### config.mk
export PLATFORM = sky130hd
export DESIGN_NAME = fault_latching_safety_supervisor
export DESIGN_NICKNAME = d
export VERILOG_FILES = /design/src/flss_pkg.sv /design/src/flss_step.sv /design/src/fault_latching_safety_supervisor.sv
export SDC_FILE = /design/constraint.sdc
export NUM_CORES = 1
export LEC_CHECK = 0
export ABC_AREA = 1
export BUFFER_PORTS_ARGS = -buffer_cell sky130_fd_sc_hd__clkbuf_2
export CORE_MARGIN = 2
export CORE_UTILIZATION = 50
export CTS_CLUSTER_DIAMETER = 100
export CTS_CLUSTER_SIZE = 40
export DETAILED_ROUTE_END_ITERATION = 10
export PLACE_DENSITY = 0.76
export SLEW_MARGIN = 30
export SYNTH_ARGS = -nofsm -noshare
export SYNTH_HDL_FRONTEND = slang
export SYNTH_HIERARCHICAL = 1
export SYNTH_SLANG_ARGS = --single-unit
export TNS_END_PERCENT = 10
### constraint.sdc
create_clock -name clk -period 5.9 [get_ports clk]
set_clock_uncertainty 0.1 [all_clocks]
set_input_delay 0.885 -clock clk [delete_from_list [all_inputs] [get_ports clk]]
set_output_delay 0.885 -clock clk [all_outputs]
set_load 0.02 [all_outputs]
### src/flss_pkg.sv
// shared types and codes for the fault latching safety supervisor
package flss_pkg;

  localparam int TIME_W = 32;
  localparam int SEQ_W = 32;
  localparam int TMO_W = 16;
  localparam int HEALTH_W = 6;
  localparam int STATE_W = 2;
  localparam int FAULT_W = 4;
  localparam int CFG_IDX_W = 1;

  localparam int IN_DATA_W = 176;
  localparam int OUT_DATA_W = 8;

  // robot state codes
  localparam logic [STATE_W-1:0] ST_DISARMED = 2'd0;
  localparam logic [STATE_W-1:0] ST_RUNNING = 2'd1;
  localparam logic [STATE_W-1:0] ST_FAULT = 2'd2;
  localparam logic [STATE_W-1:0] ST_ESTOP = 2'd3;

  // fault codes
  localparam logic [FAULT_W-1:0] FC_NONE = 4'd0;
  localparam logic [FAULT_W-1:0] FC_ESTOP = 4'd1;
  localparam logic [FAULT_W-1:0] FC_SENSOR_INVALID = 4'd2;
  localparam logic [FAULT_W-1:0] FC_CALIBRATION = 4'd3;
  localparam logic [FAULT_W-1:0] FC_NONFINITE = 4'd4;
  localparam logic [FAULT_W-1:0] FC_JOINT_LIMIT = 4'd5;
  localparam logic [FAULT_W-1:0] FC_SENSOR_TIMEOUT = 4'd6;
  localparam logic [FAULT_W-1:0] FC_LINK_LOST = 4'd7;
  localparam logic [FAULT_W-1:0] FC_COMMAND_TIMEOUT = 4'd8;

  // configuration register indexes
  localparam logic [CFG_IDX_W-1:0] CFG_SENSOR_TIMEOUT = 1'd0;
  localparam logic [CFG_IDX_W-1:0] CFG_COMMAND_TIMEOUT = 1'd1;

  localparam logic [TMO_W-1:0] SENSOR_TIMEOUT_RST = 16'd200;
  localparam logic [TMO_W-1:0] COMMAND_TIMEOUT_RST = 16'd500;

  // health flag bit positions
  localparam int HF_JOINTS_VALID = 0;
  localparam int HF_JOINTS_FINITE = 1;
  localparam int HF_JOINTS_LIMITS = 2;
  localparam int HF_IMU_VALID = 3;
  localparam int HF_IMU_FINITE = 4;
  localparam int HF_CMD_FINITE = 5;

  typedef struct packed {
    logic [STATE_W-1:0] robot_state;
    logic [FAULT_W-1:0] fault;
    logic need_seq;
    logic [SEQ_W-1:0] cleared_seq;
    logic [TIME_W-1:0] imu_start;
    logic imu_timing;
  } flss_state_t;

  typedef struct packed {
    logic [TIME_W-1:0] now_ms;
    logic [TIME_W-1:0] command_received_ms;
    logic [TIME_W-1:0] joints_stamp_ms;
    logic [TIME_W-1:0] imu_stamp_ms;
    logic emergency_stop;
    logic clear_fault_request;
    logic enable_request;
    logic command_valid;
    logic [SEQ_W-1:0] command_sequence;
    logic ble_connected;
    logic calibration_ok;
    logic [HEALTH_W-1:0] health_flags;
  } flss_item_t;

endpackage

### src/flss_step.sv
// one supervisor evaluation: fault latching, imu loss timer and priority chain
module flss_step
  import flss_pkg::*;
(
  input  flss_item_t        item,
  input  flss_state_t       cur,
  input  logic [TMO_W-1:0]  sensor_timeout_ms,
  input  logic [TMO_W-1:0]  command_timeout_ms,
  output flss_state_t       nxt
);

  logic [TIME_W-1:0] joints_age;
  logic [TIME_W-1:0] imu_age;
  logic [TIME_W-1:0] cmd_age;
  logic [TIME_W-1:0] loss_age;
  logic [TIME_W-1:0] sto_ext;
  logic [TIME_W-1:0] cto_ext;
  logic joints_valid, joints_ok, joints_in_limits, imu_valid, imu_ok, cmd_finite;
  logic joints_fresh, imu_fresh, cmd_fresh;
  logic causes_gone;
  logic latched_a;
  logic latched_b;
  flss_state_t s;

  assign joints_valid = item.health_flags[HF_JOINTS_VALID];
  assign joints_ok = joints_valid && item.health_flags[HF_JOINTS_FINITE];
  assign joints_in_limits = item.health_flags[HF_JOINTS_LIMITS];
  assign imu_valid = item.health_flags[HF_IMU_VALID];
  assign imu_ok = imu_valid && item.health_flags[HF_IMU_FINITE];
  assign cmd_finite = !item.command_valid || item.health_flags[HF_CMD_FINITE];

  assign sto_ext = {{(TIME_W-TMO_W){1'b0}}, sensor_timeout_ms};
  assign cto_ext = {{(TIME_W-TMO_W){1'b0}}, command_timeout_ms};

  assign joints_age = item.now_ms - item.joints_stamp_ms;
  assign imu_age = item.now_ms - item.imu_stamp_ms;
  assign cmd_age = item.now_ms - item.command_received_ms;
  assign joints_fresh = joints_age <= sto_ext;
  assign imu_fresh = imu_age <= sto_ext;
  assign cmd_fresh = cmd_age <= cto_ext;

  // a loss that starts this cycle has age zero
  assign loss_age = cur.imu_timing ? (item.now_ms - cur.imu_start) : '0;

  assign causes_gone = !item.emergency_stop && item.calibration_ok && joints_ok && imu_ok
                    && item.ble_connected && item.command_valid && cmd_finite
                    && joints_fresh && imu_fresh && cmd_fresh;

  always_comb begin
    s = cur;

    if (item.emergency_stop) begin
      s.fault = FC_ESTOP;
      s.robot_state = ST_ESTOP;
    end

    if (imu_valid) begin
      s.imu_timing = 1'b0;
      s.imu_start = '0;
    end else if (!cur.imu_timing) begin
      s.imu_timing = 1'b1;
      s.imu_start = item.now_ms;
    end

    latched_a = (s.robot_state == ST_FAULT) || (s.robot_state == ST_ESTOP);
    if (!imu_valid && !latched_a && (loss_age >= sto_ext)) begin
      s.fault = FC_SENSOR_INVALID;
      s.robot_state = ST_FAULT;
    end

    latched_b = (s.robot_state == ST_FAULT) || (s.robot_state == ST_ESTOP);
    priority if (latched_b) begin
      if (item.clear_fault_request && causes_gone
          && (item.command_sequence != cur.cleared_seq)) begin
        s.robot_state = ST_DISARMED;
        s.fault = FC_NONE;
        s.need_seq = 1'b1;
        s.cleared_seq = item.command_sequence;
      end
    end else if (!item.calibration_ok) begin
      s.fault = FC_CALIBRATION;
      s.robot_state = ST_FAULT;
    end else if (!joints_valid) begin
      s.fault = FC_SENSOR_INVALID;
      s.robot_state = ST_FAULT;
    end else if (!joints_ok) begin
      s.fault = FC_NONFINITE;
      s.robot_state = ST_FAULT;
    end else if (!imu_valid) begin
      // short imu dropout holds the robot disarmed without a fault
      s.robot_state = ST_DISARMED;
      s.fault = FC_NONE;
    end else if (!imu_ok) begin
      s.fault = FC_NONFINITE;
      s.robot_state = ST_FAULT;
    end else if (!joints_in_limits) begin
      s.fault = FC_JOINT_LIMIT;
      s.robot_state = ST_FAULT;
    end else if (!joints_fresh || !imu_fresh) begin
      s.fault = FC_SENSOR_TIMEOUT;
      s.robot_state = ST_FAULT;
    end else if (!item.ble_connected) begin
      s.fault = FC_LINK_LOST;
      s.robot_state = ST_FAULT;
    end else if (!item.command_valid || !cmd_fresh) begin
      s.fault = FC_COMMAND_TIMEOUT;
      s.robot_state = ST_FAULT;
    end else if (!cmd_finite) begin
      s.fault = FC_NONFINITE;
      s.robot_state = ST_FAULT;
    end else if (!item.enable_request) begin
      s.robot_state = ST_DISARMED;
      s.fault = FC_NONE;
    end else if (cur.need_seq && (item.command_sequence == cur.cleared_seq)) begin
      // re-arm waits for a sequence number other than the cleared one
      s.robot_state = ST_DISARMED;
    end else begin
      s.robot_state = ST_RUNNING;
      s.fault = FC_NONE;
      s.need_seq = 1'b0;
    end

    nxt = s;
  end

endmodule

### src/fault_latching_safety_supervisor.sv
// Fault latching safety supervisor top level with input and result registers
//
// One request per control cycle enters on the in_ stream: current time, the
// command, joint and imu timestamps, command flags and sequence, link and
// calibration status and sensor health flags. Each request yields exactly
// one result on the out_ stream: motion permit, robot state and fault code.
// Faults and emergency stop latch until a clear request with a new sequence
// number arrives while every cause is gone; re-arming then needs yet another
// sequence number.
// An accepted request is held in the input register; when the result
// register is empty or being drained, the decision logic writes the result
// register and the supervisor state together. One request per cycle goes
// through while the receiver does not stall, as the decision path between
// the two registers is combinational.
// When the receiver stalls, the result register holds and the input
// register still takes one more request; in_tready drops only when both are
// full. Reset clears the stream valids, restores the default timeouts
// (200 ms sensor, 500 ms command) and returns to disarmed with no fault. The
// user must write timeouts on the cfg_ port only while idle; not enforced.
module fault_latching_safety_supervisor
  import flss_pkg::*;
(
  input  logic                    clk,
  input  logic                    rst_n,
  input  logic                    in_tvalid,
  output logic                    in_tready,
  // now_ms[31:0], command_received_ms[63:32], joints_stamp_ms[95:64],
  // imu_stamp_ms[127:96], emergency_stop[128], clear_fault_request[129],
  // enable_request[130], command_valid[131], command_sequence[163:132],
  // ble_connected[164], calibration_ok[165], health_flags[171:166], zero fill
  input  logic [IN_DATA_W-1:0]    in_tdata,
  output logic                    out_tvalid,
  input  logic                    out_tready,
  // motion_permitted[0], robot_state[2:1], fault_code[6:3], zero fill
  output logic [OUT_DATA_W-1:0]   out_tdata,
  input  logic                    cfg_we,
  input  logic [CFG_IDX_W-1:0]    cfg_addr,
  input  logic [TMO_W-1:0]        cfg_wdata
);

  logic                   in_v_r;
  logic                   in_v_nxt;
  flss_item_t             item_r;
  logic                   out_v_r;
  logic                   out_v_nxt;
  logic [OUT_DATA_W-1:0]  out_data_r;
  logic [OUT_DATA_W-1:0]  out_data_nxt;
  flss_state_t            st_r;
  flss_state_t            st_nxt;
  flss_state_t            step_res;
  logic [TMO_W-1:0]       sto_r;
  logic [TMO_W-1:0]       cto_r;
  logic                   advance;
  logic                   in_fire;

  assign advance = in_v_r && (!out_v_r || out_tready);
  assign in_tready = !in_v_r || advance;
  assign in_fire = in_tvalid && in_tready;

  assign in_v_nxt = in_fire ? 1'b1 : (advance ? 1'b0 : in_v_r);
  assign out_v_nxt = advance ? 1'b1 : ((out_v_r && out_tready) ? 1'b0 : out_v_r);

  flss_step u_step (
    .item               (item_r),
    .cur                (st_r),
    .sensor_timeout_ms  (sto_r),
    .command_timeout_ms (cto_r),
    .nxt                (step_res)
  );

  assign st_nxt = advance ? step_res : st_r;
  assign out_data_nxt = {1'b0, step_res.fault, step_res.robot_state,
                         (step_res.robot_state == ST_RUNNING)};

  always_ff @(posedge clk) begin
    if (!rst_n) begin
      in_v_r  <= 1'b0;
      out_v_r <= 1'b0;
      st_r    <= '{robot_state: ST_DISARMED, fault: FC_NONE, need_seq: 1'b0,
                   cleared_seq: '0, imu_start: '0, imu_timing: 1'b0};
      sto_r   <= SENSOR_TIMEOUT_RST;
      cto_r   <= COMMAND_TIMEOUT_RST;
    end else begin
      in_v_r  <= in_v_nxt;
      out_v_r <= out_v_nxt;
      st_r    <= st_nxt;
      if (cfg_we) begin
        unique case (cfg_addr)
          CFG_SENSOR_TIMEOUT:  sto_r <= cfg_wdata;
          CFG_COMMAND_TIMEOUT: cto_r <= cfg_wdata;
          default: ;
        endcase
      end
    end
  end

  always_ff @(posedge clk) begin
    if (in_fire) begin
      item_r.now_ms              <= in_tdata[31:0];
      item_r.command_received_ms <= in_tdata[63:32];
      item_r.joints_stamp_ms     <= in_tdata[95:64];
      item_r.imu_stamp_ms        <= in_tdata[127:96];
      item_r.emergency_stop      <= in_tdata[128];
      item_r.clear_fault_request <= in_tdata[129];
      item_r.enable_request      <= in_tdata[130];
      item_r.command_valid       <= in_tdata[131];
      item_r.command_sequence    <= in_tdata[163:132];
      item_r.ble_connected       <= in_tdata[164];
      item_r.calibration_ok      <= in_tdata[165];
      item_r.health_flags        <= in_tdata[171:166];
    end
    if (advance) begin
      out_data_r <= out_data_nxt;
    end
  end

  assign out_tvalid = out_v_r;
  assign out_tdata = out_data_r;

endmodule
==> out/summary.log <==
INFO  outcome        run_status=finished, final reports clean
INFO  drt            detailroute.wirelength.met2=28.9mm
INFO  logic_synthesis synthDistinctLibCells=43
INFO  logic_synthesis warnings_from_yosys=6
INFO  setup_path     critPathArrivalTime=5660ps
INFO  logic_synthesis synth_area=22,800squm
INFO  sta            final.setup.tns=0ps
INFO  setup_path     crit_path_end=st_r[34]
INFO  clock_tree     clkTransAtPathRegs=140ps
INFO  setup_path     critPathMaxFanout=65
INFO  sta            clock.fmax=187MHz
INFO  layout         nFillCells=4,567
INFO  setup_path     buf_inv_stages_crit_path=6
INFO  layout         finish.cell_count_without_fillers=4,170
INFO  setup_path     path_delay_family=simple AND/OR/NAND/NOR gates
INFO  layout         area_taken_by_multi_input_logic_gates=12,400squm
INFO  clock_tree     cts_setup_buffers=0
INFO  layout         drive_above_1_share=8.35%
INFO  setup_path     timing_worst_setup_path_type=flip-flop to flip-flop
INFO  clock_tree     htree_num_levels=1
INFO  global_routing grt_first_pass_wirelength=103mm
INFO  layout         diodes=0
INFO  clock_tree     cts.sinks=285
INFO  clock_tree     cts.repair.resized=0
INFO  clock_tree     cts_tree=yes
INFO  clock_tree     post_cts_hold_buffer_count=0
INFO  setup_path     crit-reg2reg-capture=st_r[34]
INFO  sta            grt_setup_unrepaired=false
INFO  place          io_buffers=202
INFO  layout         layout-area-overhead-vs-synth=8.66%
INFO  die            design.die.area=47,300squm
INFO  logic_synthesis synth_seq_area_share=32.9%
INFO  logic_synthesis syn_nets=3,791
INFO  sta            timing.final.crit_period=5350ps
INFO  power_and_ir_drop switching_power=1.94mW
INFO  power_and_ir_drop share_seq_of_total_power=44.8%
INFO  clock_tree     root_buffer=clkbuf_16
INFO  power_and_ir_drop power.static_leakage=12.9nW
INFO  flow_run       cap_viol_max_count=0
INFO  setup_path     worstSetupStartpointType=flip-flop
INFO  sta            timing.final.ws_setup=547ps
INFO  clock_tree     tritoncts_buffers=14
INFO  drt            highest_layer=met4
INFO  setup_path     timing.critical_path.depth=32
INFO  place          place_worst_setup_slack=621ps
INFO  drt            drt_first_pass_iters=6
INFO  logic_synthesis synth-seq-cells=285
INFO  drt            post-route-drc-count=0
INFO  global_routing antenna_found_initial=0
INFO  drt            vias=21,791
INFO  setup_path     crit_path_start=item_r[140]
INFO  die            pin_count=208
INFO  sta            final_max_slew_viol_count=0
INFO  setup_path     critical_path.most_common_cell=nand2_1
INFO  global_routing first_global_vias=19,746
INFO  sta            fin_crit_sh=90.7%
INFO  setup_path     r2r.worst_path.cells=32
INFO  drt            drtIter0Drc=2,020
INFO  die            fp.coreArea=45,200squm
INFO  setup_path     worst_setup_path_end_kind=flip-flop
INFO  logic_synthesis gate_count_post_synth=3,401
INFO  power_and_ir_drop p_int=3.35mW
INFO  power_and_ir_drop power_switching_share=36.7%
INFO  min_path       min-delay-path-class=input port to flip-flop
INFO  clock_tree     worst_skew_pair.late_latency=580ps
INFO  layout         net_count_of_the_finished_layout=3,952
INFO  power_and_ir_drop total_power_draw=5.29mW
INFO  setup_path     regToRegSetupSlack=550ps
INFO  global_routing grt_max_degree=99
INFO  sta            holdWs=369ps
INFO  setup_path     worst_ep_required_time=6210ps
INFO  sta            timing.max_slew.rel_slack=36.1%
INFO  power_and_ir_drop power_frac_comb=32.7%
INFO  power_and_ir_drop clock_power_share=22.5%
INFO  drt            routed_wirelength=66.1mm
INFO  layout         final-seq-area=7500squm
INFO  sta            worst_slew_pin_slew=953ps
INFO  drt            met3_wirelength=4.61mm
INFO  drt            drt-vias-per-instance=5.23
INFO  place          post-place-cells=4,146
INFO  setup_path     cpMaxStageDelayCell=fa_1
INFO  drt            post_route_met1_wirelength=30.4mm
INFO  die            start_util=50.4%
INFO  power_and_ir_drop peakVddDrop=357uV
INFO  clock_tree     cts_max_path_buffers=3
INFO  die            die_h=217um
INFO  setup_path     worst_path_largest_cell_delay=420ps
INFO  sta            finalSetupViolCount=0
INFO  place          detailedPlacementHpwl=53.2mm
INFO  drt            wl_per_cell=15.9um
INFO  global_routing globalRoute.totalOverflow=0
INFO  die            rows=78
INFO  die            die-width=217um
INFO  logic_synthesis syn_avg_cell_area=6.70squm
INFO  place          finalWeightedCongestion=0.994
INFO  sta            hold_viol_final=0
INFO  global_routing track_usage=27.7%
INFO  drt            drtAntennaViolNets=0
INFO  power_and_ir_drop power_density=214nW/um^2
INFO  setup_path     worst_r2r_startpoint=item_r[140]
-- routing by layer --
layer,global-route usage (%),vias to the layer above
met3,3.43,109
met5,0,-
li1,-,11138
met1,39.4,9826
met4,8.65,0
met2,43.9,718
-- sequential cells by signal, summed over array words and instances (netlist names) --
register / cells
sto_r: 16
in_v_r: 1
out_tdata: 7
out_tvalid: 1
st_r: 72
item_r: 172
cto_r: 16
-- power groups by stage --
stage / clock, mW / sequential, mW / combinational (mW)
CTS: 1.22 / 2.37 / 1.70
global placement: 0 / 2.41 / 1.67
finish: 1.19 / 2.37 / 1.73
floorplan: 0 / 2.36 / 1.28
global route: 1.29 / 2.39 / 1.97
detailed placement: 0 / 2.41 / 1.69
-- synthesized netlist by cell type (all sizes together) --
library cell	n	area (sq um)
a211oi	1	7.51
a21boi	2	15.0
a21o	2	15.0
a21oi	266	1340
a221oi	1	8.76
a31oi	1	6.26
and2	7	43.8
and3	2	12.5
buf	52	340
clkbuf	18	67.6
clkinv	1	3.75
conb	1	3.75
dfxtp	106	2120
edfxtp	179	5380
fa	4	80.1
ha	188	2350
inv	663	2490
nand2	913	3450
nand3	263	1330
nand3b	13	97.6
nand4	48	300
nor2	361	1370
nor3	28	185
nor4	7	43.8
o2111ai	2	17.5
o21a	9	67.6
o21ai	163	823
o21bai	12	90.1
or2	15	93.8
xnor2	26	228
xor2	47	412
-- final cells by class --
type	count	area share (%)
sequential	285	30.3
timing repair buffer	215	4.55
clock inverter	9	0.490
inverter	664	10.1
tap	600	3.03
multi-input combinational	2382	50.1
clock buffer	15	1.43
-- metrics by stage --
| step | utilization, % | cell area, sq um |
|---|---|---|
| detailed placement | 53.7 | 24300 |
| finish | 54.8 | 24800 |
| global route | 54.8 | 24800 |
| CTS | 54.8 | 24800 |
| global placement | 53.7 | 24300 |
| floorplan | - | 22800 |
-- worst reg2reg max path: cells and delay by family, from the launching register on --
kind | cells | cell delay (ps)
xor gates and xnor gates | 1 | 190
and+or+nand+nor | 21 | 2570
AOI/OAI and AO/OA | 1 | 250
DFF | 1 | 370
adders and majority gates | 3 | 920
buffers and inverters | 6 | 790
-- cells by family (layout without fill, tap and decap cells) --
kind of cell,Yosys count,count (layout),share of synthesized area [%]
buf+inv,734,903,12.7
flops,285,285,32.9
fa+ha+maj,192,192,10.7
compound gates,459,459,10.5
other cells,1,1,0.0165
xor+xnor,73,73,2.81
simple gates,1657,1657,30.4
-- worst min-delay path by stage --
stage | startpoint | end | depth (start not counted)
floorplan | sto_r[3] | sto_r[3] | 2
global placement | sto_r[3] | sto_r[3] | 2
detailed placement | cto_r[6] | cto_r[6] | 2
CTS | in_tdata[24] | item_r[164] | 1
global route | in_tdata[155] | item_r[31] | 1
finish | in_tdata[24] | item_r[164] | 1
-- layout by cell type (no fill, tap or decap), types with 3 or more instances in the layout --
cell type,netlist,routed
nor4_1,7,7
nor2_1,355,355
xor2_1,47,47
and2_1,7,7
o21bai_1,12,12
nand2_2,11,10
nand3_1,261,260
or2_2,14,14
clkbuf_16,0,14
clkinv_8,0,4
nor3_1,19,19
inv_1,652,651
edfxtp_1,179,179
nand4_1,48,48
fa_1,4,4
dfxtp_1,106,104
o21ai_0,125,125
nor3_2,9,9
xnor2_1,26,26
o21ai_1,36,36
a21oi_1,264,264
nand2_1,902,902
inv_2,11,11
nor2_2,6,6
clkbuf_2,0,201
ha_1,188,188
nand3_2,2,3
o21a_1,9,9
nand3b_1,13,13
buf_4,3,12
(Power assumes the default switching activity.)
